<file path="config.mk">
export PLATFORM = sky130hd
export DESIGN_NAME = trrw_ctrl
export DESIGN_NICKNAME = d
export VERILOG_FILES = /design/src/hdl/trrw_pkg.sv /design/src/hdl/trrw_ctrl.sv
export SDC_FILE = /design/constraint.sdc
export NUM_CORES = 1
export LEC_CHECK = 0
export BUFFER_PORTS_ARGS = -buffer_cell sky130_fd_sc_hd__buf_4
export CAP_MARGIN = 20
export CORE_AREA = 8 8 45 47
export DETAILED_ROUTE_END_ITERATION = 10
export DIE_AREA = 0 0 53 55
export HOLD_SLACK_MARGIN = 0.05
export SYNTH_ARGS = -nofsm -noshare
export SYNTH_HDL_FRONTEND = slang
export SYNTH_SLANG_ARGS = --single-unit
</file>
<file path="constraint.sdc">
create_clock -name i_clk -period 1.4 [get_ports i_clk]
set_input_delay 0.28 -clock i_clk [delete_from_list [all_inputs] [get_ports i_clk]]
set_output_delay 0.28 -clock i_clk [all_outputs]
set_load 0.01 [all_outputs]
</file>
<file path="src/hdl/trrw_pkg.sv">
`timescale 1ns / 1ps
// ----------------------------------------------------------------------------
// trrw_pkg: shared types and constants for the token replacer
// Item layouts, request and register codes, controller states, and the
// command and status groups between the controller and the datapath.
// ----------------------------------------------------------------------------
package trrw_pkg;

    localparam int BYTE_W      = 8;
    localparam int PATTERN_W   = 64;
    localparam int PLEN_W      = 4;
    localparam int CNT_W       = 5;
    localparam int LIMIT_W     = 17;
    localparam int MATCH_W     = 16;
    localparam int RND_W       = 16;
    localparam int WIDX_W      = 4;
    localparam int BIDX_W      = 5;
    localparam int LEN_W       = 6;
    localparam int CFG_IDX_W   = 2;
    localparam int CFG_DATA_W  = 64;
    localparam int MAX_RESULTS = 32;
    localparam int RES_CNT_W   = 6;

    // Remainder unit: four bits of the random value per step.
    localparam int MOD_DIGIT  = 4;
    localparam int MOD_STEPS  = RND_W / MOD_DIGIT;
    localparam int MOD_STEP_W = 2;

    localparam int PATTERN_MAX_DEF = 8;
    localparam int WORD_SLOTS_DEF  = 16;
    localparam int WORD_BYTES_DEF  = 32;

    typedef enum logic [1:0] {
        REQ_TEXT       = 2'd0,
        REQ_END        = 2'd1,
        REQ_WRITE_BYTE = 2'd2,
        REQ_SET_LENGTH = 2'd3
    } t_req;

    typedef enum logic [CFG_IDX_W-1:0] {
        CFG_PATTERN_BYTES  = 2'd0,
        CFG_PATTERN_LENGTH = 2'd1,
        CFG_WORD_COUNT     = 2'd2,
        CFG_REPLACE_LIMIT  = 2'd3
    } t_cfg_idx;

    typedef enum logic [2:0] {
        S_IDLE,
        S_SCAN,
        S_MOD,
        S_LEN,
        S_WORD,
        S_FLUSH,
        S_FINISH
    } t_state;

    typedef struct packed {
        t_req              req_type;
        logic [BYTE_W-1:0] data_byte;
        logic [RND_W-1:0]  random_value;
        logic [WIDX_W-1:0] word_index;
        logic [BIDX_W-1:0] byte_index;
        logic [LEN_W-1:0]  word_length;
    } t_in_item;

    typedef struct packed {
        logic [BYTE_W-1:0] out_byte;
        logic              last_of_run;
    } t_out_item;

    typedef struct packed {
        logic item_start;
        logic append;
        logic load_byte;
        logic load_len;
        logic pop_emit;
        logic mod_step;
        logic word_start;
        logic word_emit;
        logic word_done;
        logic clear_matches;
        logic finish;
    } t_cmd;

    typedef struct packed {
        logic hold_empty;
        logic hold_ge_plen;
        logic is_prefix;
        logic may_replace;
        logic mod_done;
        logic word_end;
        logic emit_ok;
        logic finish_ok;
    } t_sts;

endpackage

</file>
<file path="src/hdl/trrw_ctrl.sv">
`timescale 1ns / 1ps
// ----------------------------------------------------------------------------
// trrw_ctrl: sequencer for the token replacer
// Steps one item at a time through scan, remainder, word and flush phases
// and drives the datapath by command bits.
// ----------------------------------------------------------------------------
module trrw_ctrl (
    input  logic              i_clk,
    input  logic              i_rst_n,
    input  logic              i_in_valid,
    input  trrw_pkg::t_req    i_req,
    output logic              o_in_stall,
    input  trrw_pkg::t_sts    i_sts,
    output trrw_pkg::t_cmd    o_cmd
);

    trrw_pkg::t_state r_state;
    trrw_pkg::t_state n_state;

    always_ff @(posedge i_clk) begin
        if (!i_rst_n) begin
            r_state <= trrw_pkg::S_IDLE;
        end else begin
            r_state <= n_state;
        end
    end

    assign o_in_stall = (r_state != trrw_pkg::S_IDLE);

    always_comb begin
        n_state = r_state;
        o_cmd   = '0;
        unique case (r_state)
            trrw_pkg::S_IDLE: begin
                if (i_in_valid) begin
                    o_cmd.item_start = 1'b1;
                    unique case (i_req)
                        trrw_pkg::REQ_TEXT: begin
                            o_cmd.append = 1'b1;
                            n_state      = trrw_pkg::S_SCAN;
                        end
                        trrw_pkg::REQ_END: begin
                            n_state = trrw_pkg::S_FLUSH;
                        end
                        trrw_pkg::REQ_WRITE_BYTE: begin
                            o_cmd.load_byte = 1'b1;
                        end
                        trrw_pkg::REQ_SET_LENGTH: begin
                            o_cmd.load_len = 1'b1;
                        end
                        default: begin
                            n_state = trrw_pkg::S_IDLE;
                        end
                    endcase
                end
            end
            trrw_pkg::S_SCAN: begin
                if (i_sts.hold_empty) begin
                    n_state = trrw_pkg::S_FINISH;
                end else if (!i_sts.may_replace || !i_sts.is_prefix) begin
                    // pass the front byte on
                    if (i_sts.emit_ok) begin
                        o_cmd.pop_emit = 1'b1;
                    end
                end else if (!i_sts.hold_ge_plen) begin
                    n_state = trrw_pkg::S_FINISH;
                end else if (i_sts.mod_done) begin
                    n_state = trrw_pkg::S_LEN;
                end else begin
                    n_state = trrw_pkg::S_MOD;
                end
            end
            trrw_pkg::S_MOD: begin
                if (i_sts.mod_done) begin
                    n_state = trrw_pkg::S_LEN;
                end else begin
                    o_cmd.mod_step = 1'b1;
                end
            end
            trrw_pkg::S_LEN: begin
                o_cmd.word_start = 1'b1;
                n_state          = trrw_pkg::S_WORD;
            end
            trrw_pkg::S_WORD: begin
                if (i_sts.word_end) begin
                    o_cmd.word_done = 1'b1;
                    n_state         = trrw_pkg::S_SCAN;
                end else if (i_sts.emit_ok) begin
                    o_cmd.word_emit = 1'b1;
                end
            end
            trrw_pkg::S_FLUSH: begin
                if (i_sts.hold_empty) begin
                    o_cmd.clear_matches = 1'b1;
                    n_state             = trrw_pkg::S_FINISH;
                end else if (i_sts.emit_ok) begin
                    o_cmd.pop_emit = 1'b1;
                end
            end
            trrw_pkg::S_FINISH: begin
                if (i_sts.finish_ok) begin
                    o_cmd.finish = 1'b1;
                    n_state      = trrw_pkg::S_IDLE;
                end
            end
            default: begin
                n_state = trrw_pkg::S_IDLE;
            end
        endcase
    end

endmodule

</file>
==> impl_metrics.yaml <==
drt:
  wl_met1_um: 515
  route.final.wire_length_um: 1430
  drt_iter0_markers: 14
  drt_first_pass_iters: 4
  drc: 0
  avgViaCountPerCell: 4.98
  wl_per_cell_um: 13.7
  wl_met3_um: 137
  vias: 518
  top_layer_used: "met4"
  dr_wl_met2_um: 756
  ant_nets: 0
logic_synthesis:
  synth_area_leaders: "dfxtp_1 17%, nand2_1 11%, and3_1 5.4%"
  synth_cell_type_count: 28
  synth_top_area_share_pct: 17.3
  synth_async_sr_flop_share_pct: 0
  synth_seq_cells: 3
  synth_commonest_cells: "10 x nand2_1, 4 x nor2_1, 3 x and3_1, 3 x dfxtp_1"
  syn_avg_cell_area_um2: 7.10
  postSynthCellCount: 49
  synth_nets: 62
  yosys.area.top_type: "dfxtp_1"
  yosys_warnings: 0
  synth-edff-count: 0
  ys.flop_type: "dfxtp_1"
  syn-cell-area_um2: 348
  yosysSeqAreaShare_pct: 17.3
  synth_most_common_cell: "nand2_1"
place:
  placed_area_um2: 618
  place_congestion: 0.825
  portBuffers: 24
  dp_hpwl_um: 1050
  dpl_worst_slack_ps: -39.1
clock_network:
  cts_tree: "yes"
  clock_sinks: 3
  root_buffer: "clkbuf_4"
  cts_hold_buf: 0
  cts_buffers: 3
  cts.clk_slew.worst_paths_ps: 30
  clkLatencyLatePin_ps: 230
  clockBufferDepth: 2
  htree_levels: 1
worst_setup_path:
  arrival_ps: 1340
  timing.rr.start: "r_state[1]$_SDFFE_PN0P_"
  reg2reg_slack_ps: -90
  rr_endpoint: "r_state[2]$_SDFFE_PN0P_"
  criticalPathCategory: "register to primary output"
  start_kind: "register"
  crit_path_end_kind: "primary output"
  crit_fanout: 3
  ff2ff_path_depth: 5
  required_ps: 1120
min_path:
  hold_path.startpoint: "i_rst_n"
  worstHoldPathCells: 3
  holdPathEnd: "r_state[2]$_SDFFE_PN0P_"
  hold_path.class: "primary input to register"
global_route:
  antenna_found_initial: 0
  grt_pass1_vias: 487
  grt_overflow: 0
  track_usage_pct: 9.28
  grt_start_max_net_pins: 10
  grt_pass1_wl_um: 2060
sta:
  setup_slack_ps: -224
  hold_viol: 0
  slew_violations: 0
  min_period_over_period_pct: 116
  min_period_ps: 1620
  rsz0062_at_grt: "true"
  slew_headroom_pct: 76.0
  clock.fmax_ghz: 0.616
  worstMarginPinSlew_ps: 356
  fin_skew_ps: 1.71
  setup_violations: 10
power_and_ir_drop:
  power_density_nw_per_um2: 1690
  p_leak_nw: 0.355
  ir_drop_mv: 0.777
finish:
  fill_cells: 122
  finalNetCount: 102
  largest_register_ffs: 3
  reg_top3: "r_state (3)"
  diodes: 0
  stdcell_area_um2: 788
  syn2layout_area_growth_pct: 127
  regMostFlops: "r_state"
  drive_above_1_share_pct: 70.5
floorplan:
  die_y_um: 55
  pin_count: 25
  num_rows: 14
  start_util_pct: 25.1
  design.die.area_um2: 2920
  core_um2: 1380
  die_x_um: 53
job:
  max_cap_viol_count: 0
outcome:
  status: "finished, violations left"
  violations: "negative setup slack"
-- report_power, final --
| part | switching (mW) | internal [mW] |
|---|---|---|
| logic | 0.451 | 0.565 |
| registers | 0.0334 | 0.135 |
| clock network | 0.0432 | 0.107 |
-- placed cells by master (no fill, tap or decap), drive strengths merged, types with 2 or more instances in the layout --
| cell | instances |
|---|---|
| dfxtp | 3 |
| nor4 | 2 |
| nor2b | 2 |
| nor2 | 5 |
| o21ai | 2 |
| nor4b | 2 |
| clkbuf | 4 |
| nand2b | 2 |
| buf | 38 |
| nand2 | 10 |
| and3 | 3 |
-- what timing repair did --
action | 4_1_cts | 5_1_grt
endpoints found under the setup margin | 11 | 14
gates resized for setup | 15 | 11
pin swaps | 6 | 6
buffers inserted | 2 | 3
-- worst max-delay path, cell delays in order, from the launching register on --
cell	delay (ps)
dfxtp_4	330
or3_4	390
nor2_4	110
and3_4	180
buf_6	100
-- layer usage --
layer | vias to the layer above | global-route usage, %
met2 | 22 | 17.2
met4 | 0 | 6.47
li1 | 256 | -
met1 | 238 | 8.95
met3 | 2 | 2.14
met5 | - | 0
-- stage by stage --
step                total power [mW]  cells  hold WS (ps)  util, %  setup TNS [ps]
floorplan                      0.620     49           414        -           -87.0
global placement               0.893     95           576     44.7           -40.8
detailed placement             0.894     95           579     44.7           -61.1
CTS                             1.19    101           328     52.4           -1570
global route                    1.42    104           342     57.0           -1850
finish                          1.33    104           333     57.0           -1250
-- layout make-up --
cell class | instances | area, µm² | share of cell area (%)
multi-input combinational | 42 | 372 | 47.1
clock buffer | 4 | 26.3 | 3.33
sequential | 3 | 68.8 | 8.73
inverter | 1 | 3.75 | 0.476
tap | 16 | 20.0 | 2.54
timing repair buffer | 38 | 298 | 37.8
-- cell families after synthesis --
| logic type | Yosys count | synth area share (%) |
|---|---|---|
| buf+inv | 4 | 7.19 |
| flops | 3 | 17.3 |
| compound gates | 6 | 13.3 |
| mux | 2 | 6.11 |
| simple gates | 34 | 56.1 |
-- worst max-delay path by stage --
stage | startpoint | end | slack [ps] | cells after the start
after floorplan | r_state[0]$_SDFFE_PN0P_ | o_cmd[7] | -50 | 4
after global placement | r_state[2]$_SDFFE_PN0P_ | o_cmd[6] | -30 | 4
after detailed placement | r_state[1]$_SDFFE_PN0P_ | o_cmd[7] | -40 | 4
after CTS | r_state[1]$_SDFFE_PN0P_ | o_cmd[7] | -280 | 4
after global routing | r_state[1]$_SDFFE_PN0P_ | o_cmd[7] | -270 | 4
final | r_state[1]$_SDFFE_PN0P_ | o_cmd[7] | -220 | 4
Power figures use the tool's default switching activity.
